--- config.mk ---
export PLATFORM = sky130hd
export DESIGN_NAME = cvu_front
export DESIGN_NICKNAME = d
export VERILOG_FILES = /design/src/rtl/core/cvu_pkg.sv /design/src/rtl/core/cvu_front.sv
export SDC_FILE = /design/constraint.sdc
export NUM_CORES = 1
export LEC_CHECK = 0
export ABC_CLOCK_PERIOD_IN_PS = 19900
export BUFFER_PORTS_ARGS = -buffer_cell sky130_fd_sc_hd__buf_2
export CAP_MARGIN = 20
export CORE_AREA = 2 2 595 597
export DETAILED_ROUTE_END_ITERATION = 16
export DIE_AREA = 0 0 597 599
export PLACE_DENSITY = 0.43
export SYNTH_ARGS = -nofsm -noshare
export SYNTH_HDL_FRONTEND = slang
export SYNTH_SLANG_ARGS = --single-unit
--- constraint.sdc ---
create_clock -name clock -period 19.9 [get_ports clock]
set_input_delay 2.985 -clock clock [delete_from_list [all_inputs] [get_ports clock]]
set_output_delay 2.985 -clock clock [all_outputs]
set_load 0.05 [all_outputs]
--- src/rtl/core/cvu_pkg.sv ---
// ----------------------------------------------------------------------------
// cvu_pkg: shared types and helpers of the cell velocity update core
// Field layouts, configuration snapshot, micro-op program and the
// saturating conversion from magnitude to signed fixed point.
// ----------------------------------------------------------------------------
package cvu_pkg;

   localparam int WORD_W        = 64;
   localparam int DT_W          = 63;
   localparam int FRAC_BITS_DEF = 32;
   localparam int N_IN          = 11;
   localparam int REQ_DATA_W    = N_IN * WORD_W;
   localparam int STATUS_W      = 2;
   localparam int RSP_DATA_W    = 72;
   localparam int CSR_INDEX_W   = 3;
   localparam int QUEUE_DEPTH   = 2;   // power of two, pointers wrap
   localparam int PC_W          = 4;

   localparam logic signed [WORD_W-1:0] Q_MAX = {1'b0, {(WORD_W-1){1'b1}}};
   localparam logic signed [WORD_W-1:0] Q_MIN = {1'b1, {(WORD_W-1){1'b0}}};

   localparam logic [STATUS_W-1:0] STATUS_OK  = 2'd0;
   localparam logic [STATUS_W-1:0] STATUS_SAT = 2'd1;
   localparam logic [STATUS_W-1:0] STATUS_DZ  = 2'd2;

   typedef enum logic [CSR_INDEX_W-1:0] {
      REG_TIME_STEP = 3'd0,
      REG_CORRECTOR = 3'd1,
      REG_ADVECT    = 3'd2,
      REG_EXPLICIT  = 3'd3,
      REG_DRAG      = 3'd4
   } csr_reg_type;

   typedef struct packed {
      logic [DT_W-1:0] time_step;
      logic            corrector_step;
      logic            momentum_form;
      logic            stress_explicit;
      logic            drag_has_stress;
   } cfg_type;

   typedef struct packed {
      logic signed [WORD_W-1:0] velocity_old;
      logic signed [WORD_W-1:0] convection_old;
      logic signed [WORD_W-1:0] convection_new;
      logic signed [WORD_W-1:0] stress_divergence;
      logic signed [WORD_W-1:0] body_force;
      logic signed [WORD_W-1:0] fraction_old;
      logic signed [WORD_W-1:0] fraction_new;
      logic signed [WORD_W-1:0] fraction_half;
      logic signed [WORD_W-1:0] density_old;
      logic signed [WORD_W-1:0] density_new;
      logic signed [WORD_W-1:0] density_half;
   } item_type;

   // one queued job: the cell data and the mode it was accepted under
   typedef struct packed {
      cfg_type  mode;
      item_type item;
   } job_type;

   // result of an arithmetic unit, valid for the cycle done is high
   typedef struct packed {
      logic                     done;
      logic signed [WORD_W-1:0] val;
      logic                     sat;
      logic                     dz;
   } unit_res_type;

   typedef enum logic [1:0] {OP_END, OP_MUL, OP_DIV, OP_ADD} op_type;

   typedef enum logic [4:0] {
      S_U, S_CO, S_CN, S_TAU, S_F, S_EO, S_EN, S_EH, S_RO, S_RN, S_RH,
      S_DT, S_HALF, S_V, S_T, S_H, S_S, S_W,
      S_RW,   // drag_has_stress ? 1.0 : fraction_half
      S_DH,   // corrector ? half*dt : dt
      S_E     // drag_has_stress ? fraction_new : 1.0
   } src_type;

   typedef enum logic [2:0] {D_V, D_T, D_H, D_S, D_W} dst_type;

   // step is done always, only in predictor, only in corrector, or when
   // the stress term applies (predictor with explicit diffusion, corrector)
   typedef enum logic [1:0] {C_ALL, C_PRED, C_CORR, C_STRESS} cond_type;

   typedef struct packed {
      op_type   op;
      src_type  a;
      src_type  b;
      dst_type  dst;
      cond_type cond;
   } uop_type;

   typedef struct packed {
      logic signed [WORD_W-1:0] val;
      logic                     sat;
   } sat_res_type;

   function automatic uop_type mk(input op_type op, input src_type a, input src_type b,
                                  input dst_type dst, input cond_type cond);
      uop_type s;
      s.op   = op;
      s.a    = a;
      s.b    = b;
      s.dst  = dst;
      s.cond = cond;
      return s;
   endfunction

   // micro-op program, convective form then momentum form
   function automatic uop_type prog_step(input logic am, input logic [PC_W-1:0] pc);
      uop_type s;
      s = mk(OP_END, S_V, S_V, D_V, C_ALL);
      if (!am) begin
         case (pc)
            4'd0:  s = mk(OP_MUL, S_EH,   S_U,   D_V, C_ALL);
            4'd1:  s = mk(OP_MUL, S_DT,   S_CO,  D_T, C_PRED);
            4'd2:  s = mk(OP_ADD, S_CO,   S_CN,  D_S, C_CORR);
            4'd3:  s = mk(OP_MUL, S_HALF, S_DT,  D_H, C_CORR);
            4'd4:  s = mk(OP_MUL, S_H,    S_S,   D_T, C_CORR);
            4'd5:  s = mk(OP_ADD, S_V,    S_T,   D_V, C_ALL);
            4'd6:  s = mk(OP_DIV, S_V,    S_EH,  D_V, C_ALL);
            4'd7:  s = mk(OP_MUL, S_RH,   S_RW,  D_W, C_ALL);
            4'd8:  s = mk(OP_MUL, S_DH,   S_TAU, D_T, C_STRESS);
            4'd9:  s = mk(OP_DIV, S_T,    S_W,   D_T, C_STRESS);
            4'd10: s = mk(OP_ADD, S_V,    S_T,   D_V, C_STRESS);
            4'd11: s = mk(OP_MUL, S_DT,   S_F,   D_T, C_ALL);
            4'd12: s = mk(OP_ADD, S_V,    S_T,   D_V, C_ALL);
            default: s = mk(OP_END, S_V, S_V, D_V, C_ALL);
         endcase
      end else begin
         case (pc)
            4'd0:  s = mk(OP_MUL, S_EO,   S_RO,  D_V, C_ALL);
            4'd1:  s = mk(OP_MUL, S_V,    S_U,   D_V, C_ALL);
            4'd2:  s = mk(OP_MUL, S_DT,   S_CO,  D_T, C_PRED);
            4'd3:  s = mk(OP_ADD, S_CO,   S_CN,  D_S, C_CORR);
            4'd4:  s = mk(OP_MUL, S_HALF, S_DT,  D_H, C_CORR);
            4'd5:  s = mk(OP_MUL, S_H,    S_S,   D_T, C_CORR);
            4'd6:  s = mk(OP_ADD, S_V,    S_T,   D_V, C_ALL);
            4'd7:  s = mk(OP_MUL, S_DH,   S_E,   D_T, C_STRESS);
            4'd8:  s = mk(OP_MUL, S_T,    S_TAU, D_T, C_STRESS);
            4'd9:  s = mk(OP_ADD, S_V,    S_T,   D_V, C_STRESS);
            4'd10: s = mk(OP_MUL, S_EN,   S_RN,  D_W, C_ALL);
            4'd11: s = mk(OP_DIV, S_V,    S_W,   D_V, C_ALL);
            4'd12: s = mk(OP_MUL, S_DT,   S_F,   D_T, C_ALL);
            4'd13: s = mk(OP_ADD, S_V,    S_T,   D_V, C_ALL);
            default: s = mk(OP_END, S_V, S_V, D_V, C_ALL);
         endcase
      end
      return s;
   endfunction

   function automatic logic [WORD_W-1:0] mag_of(input logic signed [WORD_W-1:0] x);
      return x[WORD_W-1] ? WORD_W'(-x) : WORD_W'(x);
   endfunction

   // signed result from sign and magnitude, saturating
   function automatic sat_res_type from_mag(input logic neg, input logic hi_nz,
                                            input logic [WORD_W-1:0] lo);
      sat_res_type r;
      r.sat = hi_nz | (!neg & lo[WORD_W-1]) | (neg & (lo > WORD_W'(Q_MIN)));
      if (r.sat) begin
         r.val = neg ? Q_MIN : Q_MAX;
      end else begin
         r.val = neg ? WORD_W'(-lo) : lo;
      end
      return r;
   endfunction

endpackage

--- src/rtl/core/cvu_front.sv ---
// ----------------------------------------------------------------------------
// cvu_front: input side of the velocity update core
// Accepts cell beats, tags each with the current mode and holds them in a
// short queue for the back end.
// ----------------------------------------------------------------------------
module cvu_front (
   input  logic                          clock,
   input  logic                          reset,
   input  logic                          req_valid,
   input  logic [cvu_pkg::REQ_DATA_W-1:0] req_data,
   output logic                          req_ready,
   input  cvu_pkg::cfg_type              cfg,
   output logic                          job_valid,
   output cvu_pkg::job_type              job,
   input  logic                          job_pop
);
   import cvu_pkg::*;

   localparam int PTR_W = $clog2(QUEUE_DEPTH);
   localparam int CNT_W = $clog2(QUEUE_DEPTH + 1);

   job_type          entry_ff [QUEUE_DEPTH];
   logic [PTR_W-1:0] wr_ptr_ff, wr_ptr_in;
   logic [PTR_W-1:0] rd_ptr_ff, rd_ptr_in;
   logic [CNT_W-1:0] count_ff, count_in;
   logic             push;
   job_type          new_job;

   // unpack the beat, first field in the lowest bits
   always_comb begin
      new_job.mode                   = cfg;
      new_job.item.velocity_old      = req_data[0*WORD_W +: WORD_W];
      new_job.item.convection_old    = req_data[1*WORD_W +: WORD_W];
      new_job.item.convection_new    = req_data[2*WORD_W +: WORD_W];
      new_job.item.stress_divergence = req_data[3*WORD_W +: WORD_W];
      new_job.item.body_force        = req_data[4*WORD_W +: WORD_W];
      new_job.item.fraction_old      = req_data[5*WORD_W +: WORD_W];
      new_job.item.fraction_new      = req_data[6*WORD_W +: WORD_W];
      new_job.item.fraction_half     = req_data[7*WORD_W +: WORD_W];
      new_job.item.density_old       = req_data[8*WORD_W +: WORD_W];
      new_job.item.density_new       = req_data[9*WORD_W +: WORD_W];
      new_job.item.density_half      = req_data[10*WORD_W +: WORD_W];
   end

   assign req_ready = (count_ff != CNT_W'(QUEUE_DEPTH));
   assign push      = req_valid & req_ready;
   assign job_valid = (count_ff != '0);
   assign job       = entry_ff[rd_ptr_ff];

   // queue pointers and fill count
   always_comb begin
      wr_ptr_in = push    ? wr_ptr_ff + 1'b1 : wr_ptr_ff;
      rd_ptr_in = job_pop ? rd_ptr_ff + 1'b1 : rd_ptr_ff;
      count_in  = count_ff + CNT_W'(push) - CNT_W'(job_pop);
   end

   always_ff @(posedge clock) begin
      if (reset) begin
         wr_ptr_ff <= '0;
         rd_ptr_ff <= '0;
         count_ff  <= '0;
      end else begin
         wr_ptr_ff <= wr_ptr_in;
         rd_ptr_ff <= rd_ptr_in;
         count_ff  <= count_in;
      end
   end

   // queue storage
   always_ff @(posedge clock) begin
      if (push) begin
         entry_ff[wr_ptr_ff] <= new_job;
      end
   end

endmodule

==> results of run 1 <==
kinds of logic after synthesis:
kind of cell / Yosys count / synth area share (%)
flip-flops: 1547 / 81.9
multiplexers: 771 / 16.6
buffers and inverters: 89 / 1.24
AND/OR/NAND/NOR: 13 / 0.150
AO/OA/AOI/OAI: 4 / 0.0552
XOR/XNOR: 2 / 0.0309
adder cells (fa/ha/maj): 1 / 0.0221
state kept, by name, summed over array words and instances, names as in the netlist, named ones only:
signal and count:
wr_ptr_ff 1, rd_ptr_ff 1, entry_ff 1542, count_ff 2
through the flow:
| stage | setup WS (ns) | std cells | cell area (sq um) | total power, mW | hold slack (ns) |
|---|---|---|---|---|---|
| 6_report | 11.17 | 8952 | 75800 | 9.02 | 0.520 |
| 3_3_place_gp | 12.00 | 8542 | 69800 | 5.84 | 0.501 |
| 3_5_place_dp | 11.93 | 8542 | 69800 | 5.85 | 0.504 |
| 5_1_grt | 10.81 | 8900 | 75700 | 9.35 | 0.550 |
| 2_1_floorplan | 0.940 | 2427 | 56700 | 5.46 | 0.480 |
| 4_1_cts | 10.97 | 8869 | 75600 | 9.18 | 0.524 |
area by class of cell:
cell class                      count  area [sq um]  share of cell area (%)
Antenna cell                       83           208                   0.274
Clock buffer                      217          4690                    6.18
Clock inverter                    110          1120                    1.48
Inverter                            3          18.8                  0.0247
Multi-Input combinational cell    791          9550                    12.6
Sequential cell                  1547         46400                    61.2
Tap cell                         4620          5780                    7.62
Timing Repair Buffer             1581          8070                    10.6
cells in the mapped netlist (all sizes together):
| master | count |
|---|---|
| nand2 | 1 |
| a2111oi | 1 |
| inv | 3 |
| or2 | 1 |
| a21bo | 1 |
| a21boi | 1 |
| or4b | 1 |
| xnor2 | 2 |
| dfxtp | 5 |
| ha | 1 |
| mux2 | 771 |
| edfxtp | 1542 |
| nor2b | 1 |
| nand2b | 2 |
| and3 | 1 |
| buf | 86 |
| a21oi | 1 |
| nand4b | 2 |
| nand3b | 1 |
| or4 | 1 |
| nor2 | 2 |
worst max-delay path by stage:
| stage | start | end | slack (ns) | depth (start not counted) |
|---|---|---|---|---|
| floorplan | req_valid | entry_ff[0][0]$_DFFE_PP_ | 0.94 | 2 |
| global placement | flop | job[471] | 12.00 | 6 |
| detailed placement | flop | job[249] | 11.93 | 6 |
| CTS | flop | job[249] | 10.97 | 6 |
| global route | flop | job[260] | 10.81 | 6 |
| finish | flop | job[249] | 11.17 | 6 |
power by group:
part           switching [mW]  internal (mW)  total (mW)
clock                    1.38           1.89        3.27
sequential             0.0786           3.91        3.99
combinational            1.32          0.440        1.76
total                    2.78           6.24        9.02
worst max-delay path, delay by kind of cell, from the launching register on:
family	cells	cell delay, ns
flops	1	0.97
buf+inv	5	3.09
mux	1	0.43
layer usage:
layer  part of all wire, %  vias to the layer above
met5                  0.27                        -
met4                   3.8                      102
met3                    13                      696
met2                    47                     1856
met1                    36                    15800
li1                      -                    13300
==> impl_metrics.json, run 1 <==
{
  "status": "finished clean",
  "r2r_cells": 6,
  "r2r-end": "entry_ff[1][88]$_DFFE_PP_",
  "synth_top_cell_by_area": "edfxtp_1",
  "fin_skew_ns": 0.0322,
  "fin_util_pct": 21.6,
  "ant_nets": 0,
  "drive_above_1_share_pct": 61.4,
  "grt_pass1_wl_um": 313000,
  "grt.overflow.total": 0,
  "crit_path_start_kind": "flop",
  "slowest_stage": "dfxtp_4",
  "die_w_um": 597,
  "synth.area.top_cells": "edfxtp_1, mux2_2, mux2_4, buf_4, buf_6",
  "wire_per_inst_um": 27.9,
  "grt.total_usage_pct": 13.3,
  "final_common_cell": "buf_2",
  "grt_pass1_vias": 31700,
  "start_util_pct": 16.1,
  "grt-busiest-layer": "met2",
  "clk_path_buf_depth": 4,
  "min_period_ns": 8.73,
  "yosysSeqAreaShare_pct": 81.9,
  "yosys_warnings": 0,
  "grt_max_degree": 146,
  "vias": 31700,
  "path_class": "flop to output pin",
  "maxCapViolations": 0,
  "post_cts_buffers": 0,
  "synth_top_area_share_pct": 81.7,
  "cts_buffers": 182,
  "critPathMaxStageDelay_ns": 0.97,
  "fmax_mhz": 115,
  "clock_latency_ns": 0.86,
  "die_h_um": 599,
  "drv_slew": 0,
  "core_sq_mm": 0.351,
  "ios": 1548,
  "drtIter0Drc": 2363,
  "dp_hpwl_um": 201000,
  "r2r-start": "count_ff[0]$_SDFF_PP0_",
  "routed_via_density": 3.54,
  "worstMarginPinSlew_ns": 1.08,
  "clockRootBuffer": "clkbuf_16",
  "yosys.cell_types.count": 24,
  "drcViolationCount": 0,
  "cts_resized": 0,
  "wl_um": 250000,
  "grt_use_met2_pct": 22.3,
  "fillers": 37000,
  "ir_worst_vdd_mv": 0.0780,
  "power_leakage_nw": 27.2,
  "final_cell_mix": "buf_2, edfxtp_1, mux2_2",
  "arrival_ns": 5.75,
  "hold_path_end": "rd_ptr_ff$_SDFFE_PP0P_",
  "crit_required_ns": 16.91,
  "crit_chain": "buf_4 > buf_4 > buf_12 > buf_4 > mux2_2 > buf_2",
  "syn-num-nets": 3203,
  "r2r_slack_ns": 15.29,
  "die_area_sq_mm": 0.358,
  "htreeDepth": 4,
  "nets": 4882,
  "powerDensity_mw_per_mm2": 119,
  "firstDrtPassIters": 5,
  "area_growth_pct": 33.9,
  "synthesis.area_sq_mm": 0.0567,
  "synth.ff_latch_count": 1547,
  "cts_num_sinks": 1547,
  "cts_hold_buffers": 0,
  "port-buffer-count": 1547,
  "antenna_found_initial": 285,
  "synth.avg_cell_area_sq_um": 23.3,
  "hold_violations": 0,
  "rsz0062_at_grt": "no",
  "crit_top_cell": "buf_4",
  "setup_viol": 0,
  "worst_setup_hold_path_clk_slew_ns": 0.06,
  "grt_use_met3_pct": 7.13,
  "crit_fanout": 106,
  "hold_path_class": "flop to flop",
  "tns_ns": 0,
  "post-route-period-util_pct": 43.9,
  "max_slew_margin_pct": 28.3,
  "synthCells": 2427,
  "met1_usage_pct": 14.2,
  "gp_congestion": 0.898,
  "cts_tree": "built",
  "min_from": "rd_ptr_ff$_SDFFE_PP0P_",
  "crit_path_end_kind": "output pin",
  "row_count": 218,
  "hold-path-cell-count": 2
}
No activity file was read; power rests on OpenSTA's default activity.
==> run 2: changes to the inputs <==
Settings changed: ABC_CLOCK_PERIOD_IN_PS 19900 to 7400.
Clock period 19.9 ns to 7.4 ns, I/O delays scaled along.
==> run 2 against run 1 <==
Against the previous run: worst setup slack got worse by 8.4 ns; wire length down 1.8%; combinational power grew to 2.8 times the previous value; critical endpoint is now job[691]; sequential share of layout area is 0.29 points lower; sequential power rose to 2.7 times the previous value; total power grew to 2.7 times the previous value; hold slack lost 0.091 ns.
==> impl_metrics.json, run 2 (synthesis gave the netlist of run 1 again) <==
{
  "grt_max_degree": 128,
  "cts_num_sinks": 1547,
  "nets": 4901,
  "routed_via_density": 3.52,
  "antenna_found_initial": 294,
  "reg_top3": "entry_ff: 1542 flops, count_ff: 2 flops",
  "hold-path-cell-count": 1,
  "r2r-end": "entry_ff[0][752]$_DFFE_PP_",
  "rsz0062_at_grt": "no",
  "area_growth_pct": 34.5,
  "r2r_cells": 5,
  "cts_resized": 0,
  "path_class": "flop to output pin",
  "dp_hpwl_um": 196000,
  "top_register": "entry_ff",
  "cts_buffers": 189,
  "grt_pass1_wl_um": 311000,
  "hold_path_class": "primary input to flop",
  "final_cell_mix": "buf_2, edfxtp_1, mux2_2",
  "post_cts_buffers": 0,
  "p_sw_share_pct": 30.9,
  "drcViolationCount": 0,
  "drtIter0Drc": 2181,
  "drive_above_1_share_pct": 61.7,
  "critPathMaxStageDelay_ns": 0.82,
  "multi_input_area_sq_mm": 0.00955,
  "seqCellArea_sq_mm": 0.0464,
  "crit_fanout": 95,
  "fillers": 37000,
  "min_from": "req_data[554]",
  "total_power_mw": 24.6,
  "r2r_slack_ns": 4.55,
  "wire_per_inst_um": 27.4,
  "clockRootBuffer": "clkbuf_16",
  "max_slew_margin_pct": 13.3,
  "worstMarginPinSlew_ns": 1.30,
  "pwr-share-clk_pct": 36.8,
  "hold_path_end": "entry_ff[1][170]$_DFFE_PP_",
  "min_period_ns": 4.59,
  "worst_setup_hold_path_clk_slew_ns": 0.06,
  "hold_violations": 0,
  "maxCapViolations": 0,
  "fin_skew_ns": 0.0372,
  "grt.overflow.total": 0,
  "ir_worst_vdd_mv": 0.197,
  "power_leakage_nw": 27.4,
  "crit_required_ns": 6.29,
  "p_seq_share_pct": 43.5,
  "row_count": 218,
  "status": "finished clean",
  "intPower_mw": 17.0,
  "port-buffer-count": 1547,
  "largest_register_ffs": 1542,
  "arrival_ns": 3.48,
  "grt_pass1_vias": 32100,
  "ant_nets": 0,
  "powerDensity_mw_per_mm2": 322,
  "gp_congestion": 0.831,
  "slowest_stage": "dfxtp_4",
  "tns_ns": 0,
  "ios": 1548,
  "core_sq_mm": 0.351,
  "die_w_um": 597,
  "clock_latency_ns": 0.86,
  "grt.total_usage_pct": 13.1,
  "cts_hold_buffers": 0,
  "vias": 31600,
  "clk_path_buf_depth": 4,
  "drv_slew": 0,
  "setup_viol": 0,
  "wl_um": 246000,
  "fmax_mhz": 218,
  "r2r-start": "count_ff[1]$_SDFF_PP0_",
  "die_h_um": 599,
  "firstDrtPassIters": 7,
  "htreeDepth": 4,
  "crit_chain": "buf_12 > buf_4 > mux2_4 > buf_2",
  "final_area_sq_mm": 0.0762,
  "comb_power_share_pct": 19.8,
  "final_common_cell": "buf_2",
  "crit_path_end_kind": "output pin",
  "cts_tree": "built",
  "start_util_pct": 16.1,
  "die_area_sq_mm": 0.358,
  "p_sw_mw": 7.60,
  "post_dp_cell_area_sq_mm": 0.0700,
  "post-route-period-util_pct": 62.0,
  "crit_path_start_kind": "flop"
}
run 2: changes by cell type in the layout (fill, tap and decap cells not counted), sizes merged:
cell	change
clkinv	+15
clkbuf	+2
clkinvlp	+3
buf	+12
diode	-9
inv	-5
run 2: how the worst max path moves through the flow:
stage / start / to / slack (ns) / cells past startpoint
final: flop / job[691] / 2.81 / 4
after global routing: flop / job[742] / 2.63 / 4
after CTS: flop / job[691] / 2.64 / 4
after detailed placement: flop / job[691] / 3.62 / 4
after global placement: flop / job[755] / 3.67 / 4
after floorplan: req_valid / entry_ff[0][0]$_DFFE_PP_ / -5.86 / 2
run 2: routing by layer:
layer | global-route usage, % | share of wire (%)
met5 | 0 | 0.23
met4 | 3.75 | 3.4
met3 | 7.14 | 13
met2 | 22.6 | 48
met1 | 13.6 | 34
run 2: power groups by stage:
stage / Clock (mW) / Sequential [mW] / Combinational, mW
floorplan: 0 / 11.2 / 3.35
global placement: 0 / 10.9 / 4.94
detailed placement: 0 / 10.9 / 4.96
CTS: 9.37 / 10.7 / 4.97
global route: 9.68 / 10.7 / 5.08
finish: 9.03 / 10.7 / 4.86
run 2: area by class of cell:
class                   instances  share of cell area, %
multi-input cells             791                   12.5
clock inverters               123                   1.46
clock buffers                 219                   6.38
flip-flops and latches       1547                   60.9
diodes                         74                  0.243
repair buffers               1593                   10.9
well taps                    4620                   7.59
inverters                       3                 0.0197
run 2: stage by stage:
| step | worst slack, ns | instances | utilization, % | hold WS [ns] |
|---|---|---|---|---|
| 2_1_floorplan | -5.86 | 2427 | - | 0.480 |
| 3_3_place_gp | 3.67 | 8554 | 19.9 | 0.508 |
| 3_5_place_dp | 3.62 | 8554 | 19.9 | 0.508 |
| 4_1_cts | 2.64 | 8896 | 21.6 | 0.321 |
| 5_1_grt | 2.63 | 8909 | 21.6 | 0.369 |
| 6_report | 2.81 | 8970 | 21.7 | 0.429 |
run 2: worst max-delay path, delay by kind of cell, from the launching register on:
kind / cells / cell delay (ns)
buf+inv: 3 / 1.20
flops: 1 / 0.82
mux: 1 / 0.34
